<file path="config.mk">
export PLATFORM = sky130hd
export DESIGN_NAME = firmware_blocks_to_intel_hex_flat
export DESIGN_NICKNAME = d
export VERILOG_FILES = /design/src/hw/rtl/fbih_pkg.sv /design/src/hw/rtl/fbih_chan_if.sv /design/src/hw/rtl/firmware_blocks_to_intel_hex.sv /design/src/hw/rtl/fbih_front.sv /design/src/hw/rtl/fbih_queue.sv /design/src/hw/rtl/fbih_back.sv /design/src/flat_wrapper.sv
export SDC_FILE = /design/constraint.sdc
export NUM_CORES = 1
export LEC_CHECK = 0
export BUFFER_PORTS_ARGS = -buffer_cell sky130_fd_sc_hd__buf_4
export CAP_MARGIN = 30
export CELL_PAD_IN_SITES_DETAIL_PLACEMENT = 1
export CELL_PAD_IN_SITES_GLOBAL_PLACEMENT = 1
export CORE_UTILIZATION = 48
export DETAILED_ROUTE_END_ITERATION = 12
export PLACE_DENSITY_LB_ADDON = 0.1
export SLEW_MARGIN = 25
export SYNTH_ARGS = -nofsm -noshare
export SYNTH_HDL_FRONTEND = slang
export SYNTH_SLANG_ARGS = --single-unit
</file>
<file path="constraint.sdc">
create_clock -name clock -period 7.7 [get_ports clock]
set_input_delay 1.155 -clock clock [delete_from_list [all_inputs] [get_ports clock]]
set_output_delay 1.155 -clock clock [all_outputs]
set_load 0.005 [all_outputs]
</file>
<file path="src/hw/rtl/fbih_pkg.sv">
// Shared types and constants of the firmware block to Intel HEX encoder.
`default_nettype none
package fbih_pkg;

   localparam int unsigned LIMIT_W = 17;
   localparam logic [LIMIT_W-1:0] LIMIT_RESET = 17'h04000;

   // job kinds passed from parser to emitter
   localparam logic [2:0] JOB_HEADER   = 3'd0;
   localparam logic [2:0] JOB_DATA     = 3'd1;
   localparam logic [2:0] JOB_EOF      = 3'd2;
   localparam logic [2:0] JOB_TRUNC    = 3'd3;
   localparam logic [2:0] JOB_OVERSIZE = 3'd4;

   localparam logic [1:0] ERR_NONE   = 2'd0;
   localparam logic [1:0] ERR_TRUNC  = 2'd1;
   localparam logic [1:0] ERR_LENGTH = 2'd2;

   localparam logic [6:0] CHAR_COLON   = 7'h3A;
   localparam logic [6:0] CHAR_ZERO    = 7'h30;
   localparam logic [6:0] CHAR_ONE     = 7'h31;
   localparam logic [6:0] CHAR_F       = 7'h46;
   localparam logic [6:0] CHAR_NEWLINE = 7'h0A;
   localparam logic [6:0] CHAR_NUL     = 7'h00;

   typedef struct packed {
      logic       command;
      logic [7:0] data_byte;
   } req_payload_type;

   typedef struct packed {
      logic [6:0] text_char;
      logic       last_of_run;
      logic [1:0] error_code;
   } rsp_payload_type;

   typedef logic [LIMIT_W-1:0] csr_payload_type;

   typedef struct packed {
      logic [2:0]  kind;
      logic [7:0]  value;
      logic [15:0] addr;
      logic [7:0]  check;
      logic        tail;
   } job_type;

   typedef struct packed {
      logic full;
      logic empty;
   } queue_status_type;

endpackage
`default_nettype wire

</file>
<file path="src/hw/rtl/fbih_chan_if.sv">
// Valid/ready channel interface carrying one payload beat.
`default_nettype none
interface fbih_chan_if #(parameter type payload_type = logic) ();
   logic        valid;
   logic        ready;
   payload_type payload;

   modport source (output valid, output payload, input ready);
   modport sink (input valid, input payload, output ready);
endinterface
`default_nettype wire

</file>
<file path="src/hw/rtl/firmware_blocks_to_intel_hex.sv">
// Firmware block stream to Intel HEX text encoder, top level.
//
// req_chan carries one stream beat per handshake: command 0 with a data byte,
// or command 1 to end the stream. rsp_chan carries one ASCII character beat
// per handshake, with last_of_run on the final beat an input caused and
// error_code on error beats (text_char 0). csr_chan writes address_limit; it
// is always ready and must only be written while the block is idle.
// A parser accepts beats and queues emit jobs; an emitter expands each job
// into characters, one beat per cycle while jobs wait and the receiver takes
// them, through a registered output. An input's first character passes
// through the job queue and then the output register. A content byte gives
// two characters (five for the last byte of a record), a record header nine
// (twelve for an empty block), the end-of-file record twelve, an error one
// beat; other header bytes give no output.
// Reset clears the parse state and the job queue and sets address_limit to
// 0x4000. When the receiver stalls, the output beat holds, the job queue
// (QUEUE_DEPTH entries) fills, and req_chan.ready drops once it is full.
`default_nettype none
module firmware_blocks_to_intel_hex #(
   parameter int unsigned QUEUE_DEPTH = 4
) (
   input wire logic    clock,
   input wire logic    reset,
   fbih_chan_if.sink   req_chan,
   fbih_chan_if.source rsp_chan,
   fbih_chan_if.sink   csr_chan
);

   fbih_pkg::job_type          push_job;
   logic                       push_valid;
   fbih_pkg::job_type          head_job;
   fbih_pkg::queue_status_type status;
   logic                       pop;
   logic                       req_accept;

   assign req_chan.ready = !status.full;
   assign csr_chan.ready = 1'b1;
   assign req_accept     = req_chan.valid && !status.full;

   fbih_front u_front (
      .clock      (clock),
      .reset      (reset),
      .in_accept  (req_accept),
      .in_item    (req_chan.payload),
      .csr_write  (csr_chan.valid),
      .csr_value  (csr_chan.payload),
      .push_job   (push_job),
      .push_valid (push_valid)
   );

   fbih_queue #(
      .DEPTH (QUEUE_DEPTH)
   ) u_queue (
      .clock    (clock),
      .reset    (reset),
      .push     (push_valid),
      .push_job (push_job),
      .pop      (pop),
      .head_job (head_job),
      .status   (status)
   );

   fbih_back u_back (
      .clock     (clock),
      .reset     (reset),
      .head_job  (head_job),
      .status    (status),
      .pop       (pop),
      .out_valid (rsp_chan.valid),
      .out_beat  (rsp_chan.payload),
      .out_ready (rsp_chan.ready)
   );

endmodule
`default_nettype wire

</file>
<file path="src/hw/rtl/fbih_front.sv">
// Block stream parser: tracks header and content, issues emit jobs.
`default_nettype none
module fbih_front (
   input  wire logic                     clock,
   input  wire logic                     reset,
   input  wire logic                     in_accept,
   input  wire fbih_pkg::req_payload_type in_item,
   input  wire logic                     csr_write,
   input  wire fbih_pkg::csr_payload_type csr_value,
   output fbih_pkg::job_type             push_job,
   output logic                          push_valid
);

   logic [1:0]                hpos_ff, hpos_in;
   logic [15:0]               addr_ff, addr_in;
   logic [15:0]               rem_ff, rem_in;
   logic [7:0]                sum_ff, sum_in;
   logic                      skip_ff, skip_in;
   fbih_pkg::csr_payload_type limit_ff, limit_in;

   logic [15:0] rem_dec;
   logic [15:0] len_full;
   logic [7:0]  sum_data;
   logic [7:0]  sum_head;

   assign rem_dec  = rem_ff - 16'd1;
   assign len_full = {rem_ff[15:8], in_item.data_byte};
   assign sum_data = sum_ff + in_item.data_byte;
   assign sum_head = in_item.data_byte + addr_ff[15:8] + addr_ff[7:0];
   assign limit_in = csr_write ? csr_value : limit_ff;

   always_comb begin
      hpos_in    = hpos_ff;
      addr_in    = addr_ff;
      rem_in     = rem_ff;
      sum_in     = sum_ff;
      skip_in    = skip_ff;
      push_valid = 1'b0;
      push_job   = '0;
      if (in_accept) begin
         if (in_item.command) begin
            push_valid = 1'b1;
            if (hpos_ff != 2'd0 || rem_ff != 16'd0) begin
               push_job.kind = fbih_pkg::JOB_TRUNC;
            end else begin
               push_job.kind = fbih_pkg::JOB_EOF;
            end
            hpos_in = 2'd0;
            addr_in = '0;
            rem_in  = '0;
            sum_in  = '0;
            skip_in = 1'b0;
         end else if (hpos_ff == 2'd0 && rem_ff != 16'd0) begin
            rem_in = rem_dec;
            if (!skip_ff) begin
               sum_in          = sum_data;
               push_valid      = 1'b1;
               push_job.kind   = fbih_pkg::JOB_DATA;
               push_job.value  = in_item.data_byte;
               push_job.check  = 8'd0 - sum_data;
               push_job.tail   = (rem_dec == 16'd0);
            end
            if (rem_dec == 16'd0) begin
               skip_in = 1'b0;
            end
         end else begin
            case (hpos_ff)
               2'd0: begin
                  addr_in = {in_item.data_byte, 8'd0};
                  hpos_in = 2'd1;
               end
               2'd1: begin
                  addr_in = {addr_ff[15:8], in_item.data_byte};
                  hpos_in = 2'd2;
               end
               2'd2: begin
                  rem_in  = {in_item.data_byte, 8'd0};
                  hpos_in = 2'd3;
               end
               default: begin
                  rem_in  = len_full;
                  hpos_in = 2'd0;
                  if ({1'b0, addr_ff} >= limit_ff) begin
                     skip_in = (len_full != 16'd0);
                  end else if (len_full[15:8] != 8'd0) begin
                     skip_in       = 1'b1;
                     push_valid    = 1'b1;
                     push_job.kind = fbih_pkg::JOB_OVERSIZE;
                  end else begin
                     skip_in        = 1'b0;
                     sum_in         = sum_head;
                     push_valid     = 1'b1;
                     push_job.kind  = fbih_pkg::JOB_HEADER;
                     push_job.value = in_item.data_byte;
                     push_job.addr  = addr_ff;
                     push_job.check = 8'd0 - sum_head;
                     push_job.tail  = (in_item.data_byte == 8'd0);
                  end
               end
            endcase
         end
      end
   end

   always_ff @(posedge clock) begin
      if (reset) begin
         hpos_ff  <= '0;
         addr_ff  <= '0;
         rem_ff   <= '0;
         sum_ff   <= '0;
         skip_ff  <= 1'b0;
         limit_ff <= fbih_pkg::LIMIT_RESET;
      end else begin
         hpos_ff  <= hpos_in;
         addr_ff  <= addr_in;
         rem_ff   <= rem_in;
         sum_ff   <= sum_in;
         skip_ff  <= skip_in;
         limit_ff <= limit_in;
      end
   end

endmodule
`default_nettype wire

</file>
<file path="src/hw/rtl/fbih_queue.sv">
// Short job queue between parser and emitter.
`default_nettype none
module fbih_queue #(
   parameter int unsigned DEPTH = 4
) (
   input  wire logic                      clock,
   input  wire logic                      reset,
   input  wire logic                      push,
   input  wire fbih_pkg::job_type         push_job,
   input  wire logic                      pop,
   output fbih_pkg::job_type              head_job,
   output fbih_pkg::queue_status_type     status
);

   localparam int unsigned PTR_W = (DEPTH > 1) ? $clog2(DEPTH) : 1;
   localparam int unsigned CNT_W = $clog2(DEPTH + 1);

   fbih_pkg::job_type slot_ff [DEPTH];
   logic [PTR_W-1:0]  wr_ptr_ff, wr_ptr_in;
   logic [PTR_W-1:0]  rd_ptr_ff, rd_ptr_in;
   logic [CNT_W-1:0]  count_ff, count_in;
   logic              do_push;
   logic              do_pop;

   assign status.full  = (count_ff == CNT_W'(DEPTH));
   assign status.empty = (count_ff == '0);
   assign do_push      = push && !status.full;
   assign do_pop       = pop && !status.empty;
   assign head_job     = slot_ff[rd_ptr_ff];

   always_comb begin
      wr_ptr_in = wr_ptr_ff;
      rd_ptr_in = rd_ptr_ff;
      count_in  = count_ff;
      if (do_push) begin
         wr_ptr_in = (wr_ptr_ff == PTR_W'(DEPTH - 1)) ? '0 : wr_ptr_ff + 1'b1;
      end
      if (do_pop) begin
         rd_ptr_in = (rd_ptr_ff == PTR_W'(DEPTH - 1)) ? '0 : rd_ptr_ff + 1'b1;
      end
      if (do_push && !do_pop) begin
         count_in = count_ff + 1'b1;
      end else if (do_pop && !do_push) begin
         count_in = count_ff - 1'b1;
      end
   end

   always_ff @(posedge clock) begin
      if (reset) begin
         wr_ptr_ff <= '0;
         rd_ptr_ff <= '0;
         count_ff  <= '0;
      end else begin
         wr_ptr_ff <= wr_ptr_in;
         rd_ptr_ff <= rd_ptr_in;
         count_ff  <= count_in;
      end
   end

   always_ff @(posedge clock) begin
      if (do_push) begin
         slot_ff[wr_ptr_ff] <= push_job;
      end
   end

endmodule
`default_nettype wire

</file>
<file path="src/hw/rtl/fbih_back.sv">
// Record emitter: turns queued jobs into one ASCII character beat per cycle while the output is not stalled.
`default_nettype none
module fbih_back (
   input  wire logic                      clock,
   input  wire logic                      reset,
   input  wire fbih_pkg::job_type         head_job,
   input  wire fbih_pkg::queue_status_type status,
   output logic                           pop,
   output logic                           out_valid,
   output fbih_pkg::rsp_payload_type      out_beat,
   input  wire logic                      out_ready
);

   logic [3:0]                pos_ff, pos_in;
   logic                      valid_ff, valid_in;
   fbih_pkg::rsp_payload_type beat_ff, beat_in;
   logic                      out_free;
   logic                      last;
   logic [6:0]                ch;
   logic [1:0]                err;

   function automatic logic [6:0] hex_char(input logic [3:0] v);
      if (v < 4'd10) begin
         hex_char = 7'h30 + {3'd0, v};
      end else begin
         hex_char = 7'h37 + {3'd0, v};
      end
   endfunction

   function automatic logic [6:0] tail_char(input logic [7:0] chk, input logic [1:0] idx);
      case (idx)
         2'd0:    tail_char = hex_char(chk[7:4]);
         2'd1:    tail_char = hex_char(chk[3:0]);
         default: tail_char = fbih_pkg::CHAR_NEWLINE;
      endcase
   endfunction

   always_comb begin
      ch   = fbih_pkg::CHAR_NUL;
      err  = fbih_pkg::ERR_NONE;
      last = 1'b0;
      case (head_job.kind)
         fbih_pkg::JOB_HEADER: begin
            case (pos_ff)
               4'd0:    ch = fbih_pkg::CHAR_COLON;
               4'd1:    ch = hex_char(head_job.value[7:4]);
               4'd2:    ch = hex_char(head_job.value[3:0]);
               4'd3:    ch = hex_char(head_job.addr[15:12]);
               4'd4:    ch = hex_char(head_job.addr[11:8]);
               4'd5:    ch = hex_char(head_job.addr[7:4]);
               4'd6:    ch = hex_char(head_job.addr[3:0]);
               4'd7:    ch = fbih_pkg::CHAR_ZERO;
               4'd8:    ch = fbih_pkg::CHAR_ZERO;
               4'd9:    ch = tail_char(head_job.check, 2'd0);
               4'd10:   ch = tail_char(head_job.check, 2'd1);
               default: ch = tail_char(head_job.check, 2'd2);
            endcase
            last = head_job.tail ? (pos_ff == 4'd11) : (pos_ff == 4'd8);
         end
         fbih_pkg::JOB_DATA: begin
            case (pos_ff)
               4'd0:    ch = hex_char(head_job.value[7:4]);
               4'd1:    ch = hex_char(head_job.value[3:0]);
               4'd2:    ch = tail_char(head_job.check, 2'd0);
               4'd3:    ch = tail_char(head_job.check, 2'd1);
               default: ch = tail_char(head_job.check, 2'd2);
            endcase
            last = head_job.tail ? (pos_ff == 4'd4) : (pos_ff == 4'd1);
         end
         fbih_pkg::JOB_EOF: begin
            case (pos_ff)
               4'd0:    ch = fbih_pkg::CHAR_COLON;
               4'd8:    ch = fbih_pkg::CHAR_ONE;
               4'd9:    ch = fbih_pkg::CHAR_F;
               4'd10:   ch = fbih_pkg::CHAR_F;
               4'd11:   ch = fbih_pkg::CHAR_NEWLINE;
               default: ch = fbih_pkg::CHAR_ZERO;
            endcase
            // colon, seven zeros, one, two F and newline: positions 0 to 11 then stop
            last = (pos_ff == 4'd11);
         end
         fbih_pkg::JOB_TRUNC: begin
            err  = fbih_pkg::ERR_TRUNC;
            last = 1'b1;
         end
         default: begin
            err  = fbih_pkg::ERR_LENGTH;
            last = 1'b1;
         end
      endcase
   end

   assign out_free  = !valid_ff || out_ready;
   assign pop       = out_free && !status.empty && last;
   assign out_valid = valid_ff;
   assign out_beat  = beat_ff;

   always_comb begin
      pos_in   = pos_ff;
      valid_in = valid_ff;
      beat_in  = beat_ff;
      if (out_free) begin
         valid_in = !status.empty;
         if (!status.empty) begin
            beat_in.text_char   = ch;
            beat_in.last_of_run = last;
            beat_in.error_code  = err;
            pos_in              = last ? 4'd0 : pos_ff + 4'd1;
         end
      end
   end

   always_ff @(posedge clock) begin
      if (reset) begin
         pos_ff   <= '0;
         valid_ff <= 1'b0;
      end else begin
         pos_ff   <= pos_in;
         valid_ff <= valid_in;
      end
   end

   always_ff @(posedge clock) begin
      beat_ff <= beat_in;
   end

endmodule
`default_nettype wire

</file>
<file path="src/flat_wrapper.sv">
// flat-port wrapper written by rule: the top's interface ports become plain ports
module firmware_blocks_to_intel_hex_flat 
#(
   parameter int unsigned QUEUE_DEPTH = 4
)
  (clock, reset, req_chan_valid, req_chan_payload, req_chan_ready, rsp_chan_valid, rsp_chan_payload, rsp_chan_ready, csr_chan_valid, csr_chan_payload, csr_chan_ready);
  fbih_chan_if req_chan_i ();
  fbih_chan_if rsp_chan_i ();
  fbih_chan_if csr_chan_i ();
  input wire logic clock;
  input wire logic reset;
  input wire logic [$bits(req_chan_i.valid)-1:0] req_chan_valid;
  input wire logic [$bits(req_chan_i.payload)-1:0] req_chan_payload;
  output wire logic [$bits(req_chan_i.ready)-1:0] req_chan_ready;
  output wire logic [$bits(rsp_chan_i.valid)-1:0] rsp_chan_valid;
  output wire logic [$bits(rsp_chan_i.payload)-1:0] rsp_chan_payload;
  input wire logic [$bits(rsp_chan_i.ready)-1:0] rsp_chan_ready;
  input wire logic [$bits(csr_chan_i.valid)-1:0] csr_chan_valid;
  input wire logic [$bits(csr_chan_i.payload)-1:0] csr_chan_payload;
  output wire logic [$bits(csr_chan_i.ready)-1:0] csr_chan_ready;
  assign req_chan_i.valid = req_chan_valid;
  assign req_chan_i.payload = req_chan_payload;
  assign req_chan_ready = req_chan_i.ready;
  assign rsp_chan_valid = rsp_chan_i.valid;
  assign rsp_chan_payload = rsp_chan_i.payload;
  assign rsp_chan_i.ready = rsp_chan_ready;
  assign csr_chan_i.valid = csr_chan_valid;
  assign csr_chan_i.payload = csr_chan_payload;
  assign csr_chan_ready = csr_chan_i.ready;
  firmware_blocks_to_intel_hex #(.QUEUE_DEPTH(QUEUE_DEPTH)) u_core (.clock(clock), .reset(reset), .req_chan(req_chan_i), .rsp_chan(rsp_chan_i), .csr_chan(csr_chan_i));
endmodule
</file>
==> key figures, run 1 <==
Run status
  • Status: finished, final reports clean

GRT
  • Antenna violations before repair: 0
  • GRT overflow: 0
  • Total GRT Usage: 23.38%
  • Largest net degree at the start of global routing: 37
  • First-pass GRT wire length: 11,750 um
  • Vias in the first global route: 2,317

Yosys
  • Cell taking the most area after synthesis: dfxtp_1
  • Commonest cells post-synth: dfxtp_1 (37), nor2_1 (22), inv_1 (19)
  • Synth Area in Compound Gates: 18.63%
  • Main combinational cell family by area after synthesis: simple AND/OR/NAND/NOR gates
  • Post-synth EDFFs: 12
  • Yosys warnings: 0
  • Largest cells by area after synthesis: dfxtp_1 (24%), edfxtp_1 (12%), ha_1 (7.2%)
  • Synth Area in Simple Gates: 22.24%
  • Yosys cell types: 77
  • Top-count cell post-synth: dfxtp_1
  • Top_reg_cell synth: dfxtp_1
  • Post-synthesis sequential area ratio: 35.33%
  • Asr flop ratio synth: 0%
  • Xor and xnor area share after synthesis: 3.091%
  • Top cell type's share of synthesized area: 23.77%
  • Seq cells post-synth: 49
  • Post-Synth Adder-Cell Area: 7.868%
  • Post-Syn Area: 0.003117 mm^2
  • Mean Syn Cell Area: 9.863 um^2
  • Net Count, Synth: 342
  • Mux cell area share after synthesis: 5.781%
  • Syn Inst Count: 316

STA
  • Final max-slew violation count: 0
  • Final worst-path cycle share: 44.73%
  • Final setup TNS: 0 ns
  • RSZ-0062 raised after global routing: false
  • Highest Clock Rate: 0.2904 GHz
  • Final setup violation count: 0
  • Tmin final: 3.444 ns
  • Final Hold Fails: 0
  • Fin Clk Skew: 0.007688 ns
  • Slew margin rel.: 51.26%
  • Slew at the pin closest to its max-slew limit: 0.7284 ns

Die
  • Num ports: 11
  • Chip Width: 82.58 um
  • Initial Util: 51.13%
  • Cell row count: 28
  • Core Region: 0.006096 mm^2
  • Die ar.: 0.006819 mm^2
  • Die span in y: 82.58 um

Power
  • Max VDD drop: 0.3563 mV
  • PD cells: 495.9 mW/mm^2
  • Pleak: 1.219 nW

Clock network
  • Clk_lat worst skew: 0.31 ns
  • PostCTS Resize Cnt: 0
  • CTS sink cnt: 49
  • Longest Clk Path Bufs: 2
  • Post-CTS Setup Repair Bufs: 0
  • Cts bufs inserted: 5
  • CTS HTree Levels: 2
  • Reg clk slew, reported paths: 0.10 ns
  • Hold_buf cts: 0
  • CTS tree: yes
  • Root Driver: clkbuf_8

Cells and area
  • Diodes inserted: 0
  • P&R area growth vs syn: 4.938%
  • Area occupied by multi-input gates: 0.001803 mm^2
  • Post-layout util: 53.65%
  • Layout cells sized above 1: 13.83%
  • Storage cell area: 0.001101 mm^2
  • Layout fillers: 702
  • Nets: 336

Placement
  • Buffers on Ports: 8
  • GPL Wtd Cong: 0.8092
  • HPWL after DPL: 5241 um

Setup path
  • Reg2reg end: u_core.u_queue.count_ff[2]$_SDFFE_PP0P_
  • Worst Path Required: 7.94 ns
  • Crit path max fanout: 11
  • CP Class: flip-flop to flip-flop
  • Worst Setup End Kind: flip-flop
  • Worst EP arrival: 3.68 ns
  • Worst reg2reg path depth: 10
  • Crit Reg-Reg Startpoint: u_core.u_front.rem_ff[9]$_SDFFE_PP0P_
  • Reg-to-reg setup timing slack: 4.26 ns
  • Setup crit start kind: flip-flop

Job
  • Max-cap violations: 0

Route
  • Number of remaining DRC errors: 0
  • Drt total wl: 7111 um
  • DR iter-0 viols: 119
  • Drt first pass iters: 4
  • WL per Instance: 18.42 um
  • Routed Antenna Nets: 0
  • Vias/cell: 6.184
  • Via count: 2,387

Worst hold path
  • Hold crit path type: flip-flop to flip-flop
  • Worst Hold Launch: u_core.u_front.limit_ff[14]$_SDFFE_PP1P_
  • Hold endpoint: u_core.u_front.limit_ff[14]$_SDFFE_PP1P_
  • Worst Hold Depth: 2
-- layer usage --
layer / up-vias / wire (um) / global-route usage, %
met5: - / 0 / 0
met4: 0 / 70 / 5.690
met3: 6 / 227 / 4.725
met2: 35 / 3289 / 37.11
met1: 1194 / 3524 / 32.47
li1: 1152 / - / -
-- power by group --
part | switching, mW | internal [mW]
combinational | 0.575 | 0.377
clock | 0.0945 | 0.131
sequential | 0.102 | 0.342
-- kinds of logic after synthesis --
| logic type | Yosys count |
|---|---|
| adder cells (fa/ha/maj) | 19 |
| flip-flops | 49 |
| AO/OA/AOI/OAI | 70 |
| AND/OR/NAND/NOR | 111 |
| multiplexers | 13 |
| buffers and inverters | 41 |
| XOR/XNOR | 11 |
| other | 2 |
-- final cells by class --
type	count	area share [%]
multi-input combinational	226	55.13
clock inverter	3	2.104
tap	75	2.869
clock buffer	5	2.104
timing repair buffer	8	1.836
inverter	20	2.295
sequential	49	33.66
-- state kept, by name, indices dropped and copies added, names as in the netlist, named ones only --
register                  cells
u_core.u_queue.wr_ptr_ff      2
u_core.u_front.hpos_ff        2
u_core.u_front.addr_ff        2
u_core.u_front.limit_ff       2
u_core.u_queue.count_ff       3
u_core.u_queue.slot_ff       12
u_core.u_front.rem_ff        16
u_core.u_back.pos_ff          4
u_core.u_queue.rd_ptr_ff      2
u_core.u_front.skip_ff        1
u_core.u_back.out_valid       1
-- critical path: stages, from the launching register on --
cell and delay, ns:
dfxtp_1 0.42, nor2_1 0.61, and3_1 0.54, a21oi_2 0.16, o22ai_4 0.27, ha_1 0.23
inv_1 0.07, fa_1 0.43, xor2_1 0.18, or3_1 0.31, a21oi_1 0.14
-- metrics by stage --
step	std cells	setup slack, ns	total power, mW	hold slack [ns]	cell area, um^2
finish	386	4.256	1.622	0.4863	3271
global route	386	4.080	1.745	0.5235	3271
CTS	386	4.237	1.621	0.4879	3271
detailed placement	378	4.259	1.394	0.4738	3133
global placement	378	4.379	1.354	0.4690	3133
floorplan	316	4.583	1.237	0.4407	3117
-- layout by cell type, fill, tap and decap left out, drive strengths merged, types with 3 or more instances in the layout --
cell type  Yosys  final
a211oi         3      3
a21oi         14     14
a311oi         4      4
a31oi          3      3
a32o           4      4
and2           6      6
and3           3      3
buf           18      8
clkbuf         3      5
dfxtp         37     37
edfxtp        12     12
ha            18     18
inv           19     20
mux2i          9      9
mux4           3      3
nand2         13     13
nand2b         5      5
nand3          9      9
nand4          5      5
nor2          22     22
nor3          17     17
nor3b          7      7
nor4           6      6
o21ai         13     13
o31ai          3      3
o32ai          3      3
or3            5      5
xnor2          6      6
xor2           5      5
-- how the worst max path moves through the flow --
stage,start,endpoint,depth (start not counted)
finish,u_core.u_front.rem_ff[9]$_SDFFE_PP0P_,u_core.u_queue.count_ff[2]$_SDFFE_PP0P_,10
global route,flip-flop,u_core.u_queue.count_ff[2]$_SDFFE_PP0P_,13
CTS,flip-flop,u_core.u_queue.count_ff[2]$_SDFFE_PP0P_,13
detailed placement,req_chan_valid,u_core.u_queue.count_ff[2]$_SDFFE_PP0P_,11
global placement,req_chan_valid,u_core.u_queue.count_ff[2]$_SDFFE_PP0P_,11
floorplan,flip-flop,u_core.u_queue.count_ff[2]$_SDFFE_PP0P_,13
Note: power is estimated with default switching activity, not from simulation.
==> run 2, diff against run 1 <==
- CORE_UTILIZATION: 48 -> 44
- clock period: 7.7 -> 2.9 ns (I/O delays scaled with it)
==> run 2 against run 1 <==
Worst setup slack got worse by 4.2 ns; clock skew increased by 0.0015 ns; design area increased by 4.7%; combinational power increased to 3.1 times the previous value; global-route usage decreased by 1.5 points; critical path type unchanged; highest routed layer unchanged.
==> key figures, run 2 (synthesis results as in run 1) <==
Run status
  • Status: finished, final reports clean

Cells and area
  • Layout fillers: 805 (+15%)
  • Diodes inserted: 0 (unchanged)
  • Post-layout util: 50.13% (-3.5 points)
  • Largest regs: u_core.u_front.rem_ff: 16 flops, u_core.u_queue.slot_ff: 12 flops, u_core.u_back.pos_ff: 4 flops
  • Layout cells sized above 1: 21.58% (+7.8 points)
  • P&R area growth vs syn: 9.875%
  • Area occupied by multi-input gates: 0.001843 mm^2 (+2.2%)
  • Reg with most FFs: u_core.u_front.rem_ff
  • Commonest non-fill, non-tap cell in the layout: dfxtp_1
  • Storage cell area: 0.001105 mm^2 (+0.34%)
  • Non-filler cells, final: 425 (+10%)
  • Largest register FFs: 16 (unchanged)
  • Nets: 354 (+5.4%)
  • Most frequent cells in the layout: dfxtp_1 (36), buf_4 (26), nor2_1 (22)

Die
  • Die ar.: 0.007424 mm^2 (+8.9%)
  • Num ports: 11 (unchanged)
  • Die span in y: 86.17 um (+4.3%)
  • Cell row count: 30 (+7.1%)
  • Initial Util: 45.62% (-5.5 points)
  • Chip Width: 86.17 um (+4.3%)
  • Core Region: 0.006832 mm^2 (+12%)

Setup path
  • Reg-to-reg setup timing slack: 0.02 ns (-4.24 ns)
  • Setup crit start kind: flip-flop
  • Slowest CP cell: mux4_2
  • Worst EP arrival: 3.12 ns (-0.56 ns)
  • CP Class: flip-flop to flip-flop
  • Worst Path Required: 3.14 ns (-4.80 ns)
  • Crit path max fanout: 3 (-8)
  • Critical-path cell list: mux4_2, nand2b_4, ha_4, xor2_2, nand3_2, o31ai_4, inv_1, ha_2, inv_2, fa_2, xor2_1, or3_1, a21oi_2
  • Worst Setup End Kind: flip-flop
  • Slowest stage delay, CP: 0.51 ns (-0.10 ns)

Route
  • Number of remaining DRC errors: 0 (unchanged)
  • Routed wl met3: 204 um (-10%)
  • Drt total wl: 7329 um (+3.1%)
  • M1 WL: 3608 um (+2.4%)
  • WL per Instance: 17.24 um (-6.4%)
  • Routed Antenna Nets: 0 (unchanged)
  • Drt first pass iters: 4 (unchanged)
  • DR iter-0 viols: 129 (+8.4%)
  • Via count: 2,428 (+1.7%)
  • DR top layer: met4
  • Met2 routed WL: 3440 um (+4.6%)
  • Vias/cell: 5.713 (-7.6%)

Clock network
  • CTS sink cnt: 49 (unchanged)
  • Clk_lat worst skew: 0.31 ns (about the same)
  • CTS HTree Levels: 2 (unchanged)
  • Cts bufs inserted: 5 (unchanged)
  • Reg clk slew, reported paths: 0.10 ns (about the same)
  • CTS tree: yes
  • Hold_buf cts: 0 (unchanged)
  • Root Driver: clkbuf_8
  • Longest Clk Path Bufs: 2 (unchanged)

Job
  • Max-cap violations: 0 (unchanged)

STA
  • Final max-slew violation count: 0 (unchanged)
  • Highest Clock Rate: 0.3472 GHz (+20%)
  • Final Hold Fails: 0 (unchanged)
  • Final setup violation count: 0 (unchanged)
  • RSZ-0062 raised after global routing: true
  • Tmin final: 2.880 ns (-0.5640 ns)
  • Fin Clk Skew: 0.009235 ns (+0.001547 ns)
  • Final worst-path cycle share: 99.31% (+55 points)

Power
  • Clock Power Share: 9.4% (-4.5 points)
  • Net Sw Frac: 47.22% (-0.35 points)
  • Reg power frac: 25.3% (-2.1 points)
  • Sw power: 2.116 mW (+170%)
  • Max VDD drop: 0.7227 mV (+100%)
  • Logic pwr share: 65.4% (+6.7 points)
  • PD cells: 1309 mW/mm^2 (+160%)
  • Int Pwr: 2.365 mW (+180%)
  • Pleak: 1.286 nW (+5.5%)

Worst hold path
  • Hold crit path type: primary input to flip-flop
  • Worst Hold Launch: csr_chan_valid

Placement
  • Cells after DPL: 413 (+9.3%)
  • HPWL after DPL: 5432 um (+3.6%)
  • Buffers on Ports: 8 (unchanged)
  • GPL Wtd Cong: 0.8047 (-0.56%)

GRT
  • First-pass GRT wire length: 12,590 um (+7.2%)
  • Antenna violations before repair: 0 (unchanged)
  • Largest net degree at the start of global routing: 37 (unchanged)
  • GRT overflow: 0 (unchanged)
  • Vias in the first global route: 2,449 (+5.7%)
  • Total GRT Usage: 21.92% (-1.5 points)
==> run 2: changes by cell type in the layout (fill, tap and decap cells not counted), moves of 2 or more <==
cell / previous run / this run
ha_2: 0 / 2
bufinv_16: 2 / 0
ha_1: 18 / 15
buf_4: 8 / 26
==> run 2: layout make-up <==
| cell class | count | area share (%) |
|---|---|---|
| multi-input cells | 226 | 53.82 |
| flip-flops and latches | 49 | 32.26 |
| repair buffers | 26 | 5.700 |
| well taps | 96 | 3.507 |
| inverters | 20 | 2.192 |
| clock buffers | 6 | 2.119 |
| clock inverters | 2 | 0.4019 |
==> run 2: power groups by stage <==
stage	clock network [mW]	registers (mW)	logic, mW
after floorplan	0	1.06	2.28
after global placement	0	1.13	2.75
after detailed placement	0	1.14	2.82
after CTS	0.431	1.13	2.88
after global routing	0.457	1.17	3.25
final	0.420	1.13	2.93
==> run 2: path summary, 6_finish.rpt <==
kind                                              end  cells after the start
max           u_core.u_queue.count_ff[2]$_SDFFE_PP0P_                     13
min          u_core.u_front.limit_ff[14]$_SDFFE_PP1P_                      2
max reg2reg   u_core.u_queue.count_ff[2]$_SDFFE_PP0P_                     13
min reg2reg    u_core.u_front.addr_ff[0]$_SDFFE_PP0P_                      2
==> run 2: critical path: cells and delay by family, from the launching register on <==
| kind | cells | cell delay, ns |
|---|---|---|
| AND/OR/NAND/NOR | 3 | 0.57 |
| buffers and inverters | 2 | 0.11 |
| adder cells (fa/ha/maj) | 3 | 0.74 |
| XOR/XNOR | 2 | 0.29 |
| flip-flops | 1 | 0.38 |
| AO/OA/AOI/OAI | 2 | 0.20 |
| multiplexers | 1 | 0.51 |
==> run 2: metal layers <==
metal / up-vias / global-route usage (%)
met1: 1197 / 30.93
met5: - / 0
met2: 38 / 35.57
li1: 1186 / -
met4: 0 / 5.303
met3: 7 / 2.887
==> run 2: stage by stage <==
step / setup TNS, ns / power, mW / instance area [um^2] / setup WS, ns / hold WS (ns)
final: 0 / 4.481 / 3425 / 0.01994 / 0.3329
after global routing: -0.1636 / 4.877 / 3425 / -0.08187 / 0.3268
after CTS: -0.01981 / 4.437 / 3398 / -0.01981 / 0.3314
after detailed placement: -0.07077 / 3.961 / 3287 / -0.04739 / 0.4713
after global placement: 0 / 3.882 / 3287 / 0.05078 / 0.4676
after floorplan: -0.01533 / 3.340 / 3139 / -0.01338 / 0.4407
==> run 2: timing repair <==
action / in CTS / in global routing
gates resized for setup: 1 / 4
endpoints found under the setup margin: 2 / 2
buffers inserted: 3 / 1
pin swaps: 3 / 2
==> run 3, diff against run 2 <==
- CORE_UTILIZATION: 44 -> 48
- SYNTH_HIERARCHICAL: not set -> 1
==> run 3 against run 2 <==
The run now ends with setup timing left; synthesized area grew 49%; critical path depth grew 4; global-route usage grew 5.2 points; hold slack lost 0.016 ns; synthesized cell count grew 65%; sequential power grew 41%; register-to-register slack lost 0.46 ns; sequential share of layout area shrank 0.12 points; clock skew grew 0.0090 ns; wire length grew 83%.
==> key figures, run 3 <==
Run status
  • Status: finished with violations
  • Failing checks: setup timing

Clock network
  • CTS sink cnt: 83 (+69%)
  • CTS tree: yes
  • Clk_lat worst skew: 0.36 ns (+0.05 ns)
  • CTS HTree Levels: 3 (+1)
  • Longest Clk Path Bufs: 2 (unchanged)
  • Root Driver: clkbuf_8
  • Reg clk slew, reported paths: 0.09 ns (about the same)
  • Cts bufs inserted: 9 (+4)
  • Hold_buf cts: 0 (unchanged)

GRT
  • GRT overflow: 0 (unchanged)
  • Vias in the first global route: 4,379 (+79%)
  • First-pass GRT wire length: 21,160 um (+68%)
  • Largest net degree at the start of global routing: 45 (+22%)
  • Met1 Usage GRT: 31.53% (+0.61 points)
  • Gr busiest metal: met2
  • Global-route met3 utilization: 3.830% (+0.94 points)
  • Met2 Use GR: 49.68% (+14 points)
  • Total GRT Usage: 27.16% (+5.2 points)
  • Antenna violations before repair: 0 (unchanged)

Setup path
  • Most used cell, CP: ha_4
  • Setup crit start kind: flip-flop
  • Worst reg2reg path depth: 17 (+4)
  • Reg2reg end: u_core/u_queue/count_ff[2]$_SDFFE_PP0P_
  • Reg-to-reg setup timing slack: -0.44 ns (-0.46 ns)
  • Worst Path Required: 3.20 ns (+0.06 ns)
  • Worst EP arrival: 3.64 ns (+0.52 ns)
  • Slowest CP cell: or3_4
  • Crit Reg-Reg Startpoint: u_core/u_front/limit_ff[7]$_SDFFE_PP0P_
  • Slowest stage delay, CP: 0.40 ns (-0.11 ns)
  • Critical-path cell list: inv_1, ha_4, nand4_1, buf_4, nor4_4, o31ai_1, o211ai_1, nor2_2, o31a_1, bufinv_8, nor2_4, ha_4, inv_2, fa_2, xor2_1, or3_4, a21oi_2
  • Crit path max fanout: 3 (unchanged)
  • CP Class: flip-flop to flip-flop
  • Worst Setup End Kind: flip-flop

Yosys
  • Yosys warnings: 6 (+6)
  • Syn Inst Count: 521 (+65%)
  • Mean Syn Cell Area: 8.907 um^2 (-9.7%)
  • Post-Syn Area: 0.004641 mm^2 (+49%)

Route
  • Routed Antenna Nets: 0 (unchanged)
  • Number of remaining DRC errors: 0 (unchanged)
  • Drt total wl: 13,380 um (+83%)
  • Drt first pass iters: 5 (+1)
  • DR iter-0 viols: 155 (+20%)
  • Vias/cell: 5.576 (-2.4%)
  • Via count: 4,154 (+71%)
  • WL per Instance: 17.96 um (+4.1%)

Job
  • Max-cap violations: 0 (unchanged)

Cells and area
  • Area occupied by multi-input gates: 0.002869 mm^2 (+56%)
  • Layout fillers: 1,128 (+40%)
  • Nets: 651 (+84%)
  • Diodes inserted: 0 (unchanged)
  • Reg with most FFs: u_core/u_front/limit_ff
  • Most frequent cells in the layout: nor2_1 (78), buf_4 (69), dfxtp_1 (52)
  • P&R area growth vs syn: 24.00%
  • Largest register FFs: 17 (+1)
  • Storage cell area: 0.001849 mm^2 (+67%)
  • Commonest non-fill, non-tap cell in the layout: nor2_1
  • Post-layout util: 61.98% (+12 points)
  • Layout cells sized above 1: 24.19% (+2.6 points)

Power
  • Sw power: 2.881 mW (+36%)
  • Logic pwr share: 63.1% (-2.3 points)
  • Int Pwr: 3.647 mW (+54%)
  • Pleak: 2.420 nW (+88%)
  • Clock Power Share: 12.6% (+3.2 points)
  • Max VDD drop: 0.6716 mV (-7.1%)
  • Net Sw Frac: 44.14% (-3.1 points)
  • PD cells: 1134 mW/mm^2 (-13%)
  • Reg power frac: 24.3% (-1.0 points)

Worst hold path
  • Worst Hold Depth: 3 (+1)
  • Worst Hold Launch: csr_chan_payload
  • Hold crit path type: primary input to flip-flop
  • Hold endpoint: u_core/u_front/limit_ff[0]$_SDFFE_PP0P_

STA
  • Highest Clock Rate: 0.2994 GHz (-14%)
  • Slew at the pin closest to its max-slew limit: 0.7919 ns
  • Fin Clk Skew: 0.01825 ns (+0.009014 ns)
  • Final setup violation count: 3 (+3)
  • RSZ-0062 raised after global routing: true
  • Final max-slew violation count: 0 (unchanged)
  • Slew margin rel.: 46.85%
  • Tmin final: 3.340 ns (+0.4604 ns)
  • Final worst-path cycle share: 115.2% (+16 points)
  • Final setup margin: -0.4405 ns (-0.4604 ns)
  • Final setup TNS: -0.6860 ns (-0.6860 ns)
  • Final Hold Fails: 0 (unchanged)

Placement
  • Post-Place Worst Slack: -0.6284 ns (-0.5810 ns)
  • Buffers on Ports: 9 (+1)
  • HPWL after DPL: 8656 um (+59%)
  • GPL Wtd Cong: 0.8539 (+6.1%)

Die
  • Initial Util: 49.99% (+4.4 points)
  • Num ports: 11 (unchanged)
  • Die ar.: 0.01007 mm^2 (+36%)
  • Core Region: 0.009284 mm^2 (+36%)
  • Die span in y: 100.3 um (+16%)
  • Chip Width: 100.3 um (+16%)
  • Cell row count: 35 (+17%)
-- run 3: final cells by class --
class | count | area share [%]
multi-input combinational | 410 | 49.86
sequential | 83 | 32.14
timing repair buffer | 70 | 9.198
tap | 129 | 2.805
inverter | 37 | 2.740
clock buffer | 11 | 2.283
clock inverter | 5 | 0.9785
-- run 3: worst max-delay path, delay by kind of cell (launching register included) --
family / cells / cell delay (ns)
compound gates: 4 / 0.72
xor+xnor: 1 / 0.18
fa+ha+maj: 3 / 0.69
buf+inv: 4 / 0.49
flops: 1 / 0.33
simple gates: 5 / 0.87
-- run 3: per-stage QoR --
stage	instance area, um^2	hold slack [ns]	instances	power, mW
after global placement	5283	0.4723	721	5.247
after global routing	5754	0.3375	745	7.010
after CTS	5678	0.3108	748	6.349
after detailed placement	5283	0.4903	721	5.416
final	5754	0.3170	745	6.528
after floorplan	4855	0.4593	569	4.183
-- run 3: layer usage --
metal,part of all wire [%],vias to the layer above
met5,0,-
met4,3.1,0
met3,3.9,34
met2,52,107
met1,41,2038
li1,-,1975
-- run 3: power groups by stage --
stage                     clock [mW]  sequential [mW]  combinational [mW]
after floorplan                    0             1.60                2.58
final                          0.822             1.59                4.12
after global routing           0.895             1.61                4.50
after CTS                      0.846             1.58                3.93
after detailed placement           0             1.60                3.82
after global placement             0             1.58                3.67
-- run 3: worst max path at each step --
| stage | from | end | slack, ns | cells after the start |
|---|---|---|---|---|
| 4_1_cts | u_core/u_front/limit_ff[3]$_SDFFE_PP0P_ | u_core/u_queue/slot_ff[3][0]$_DFFE_PP_ | -0.33 | 21 |
| 5_1_grt | u_core/u_front/limit_ff[1]$_SDFFE_PP0P_ | u_core/u_queue/count_ff[2]$_SDFFE_PP0P_ | -0.58 | 17 |
| 3_5_place_dp | u_core/u_front/limit_ff[2]$_SDFFE_PP0P_ | u_core/u_queue/count_ff[2]$_SDFFE_PP0P_ | -0.63 | 16 |
| 3_3_place_gp | u_core/u_front/limit_ff[2]$_SDFFE_PP0P_ | u_core/u_queue/count_ff[2]$_SDFFE_PP0P_ | -0.44 | 16 |
| 6_report | u_core/u_front/limit_ff[7]$_SDFFE_PP0P_ | u_core/u_queue/count_ff[2]$_SDFFE_PP0P_ | -0.44 | 17 |
| 2_1_floorplan | u_core/u_front/rem_ff[3]$_SDFFE_PP0P_ | u_core/u_queue/count_ff[2]$_SDFFE_PP0P_ | -0.42 | 14 |
-- run 3: what timing repair did --
| item | CTS | global route |
|---|---|---|
| buffers inserted | 12 | 3 |
| endpoints found under the setup margin | 3 | 7 |
| pin swaps | 12 | 14 |
| gates resized for setup | 26 | 24 |
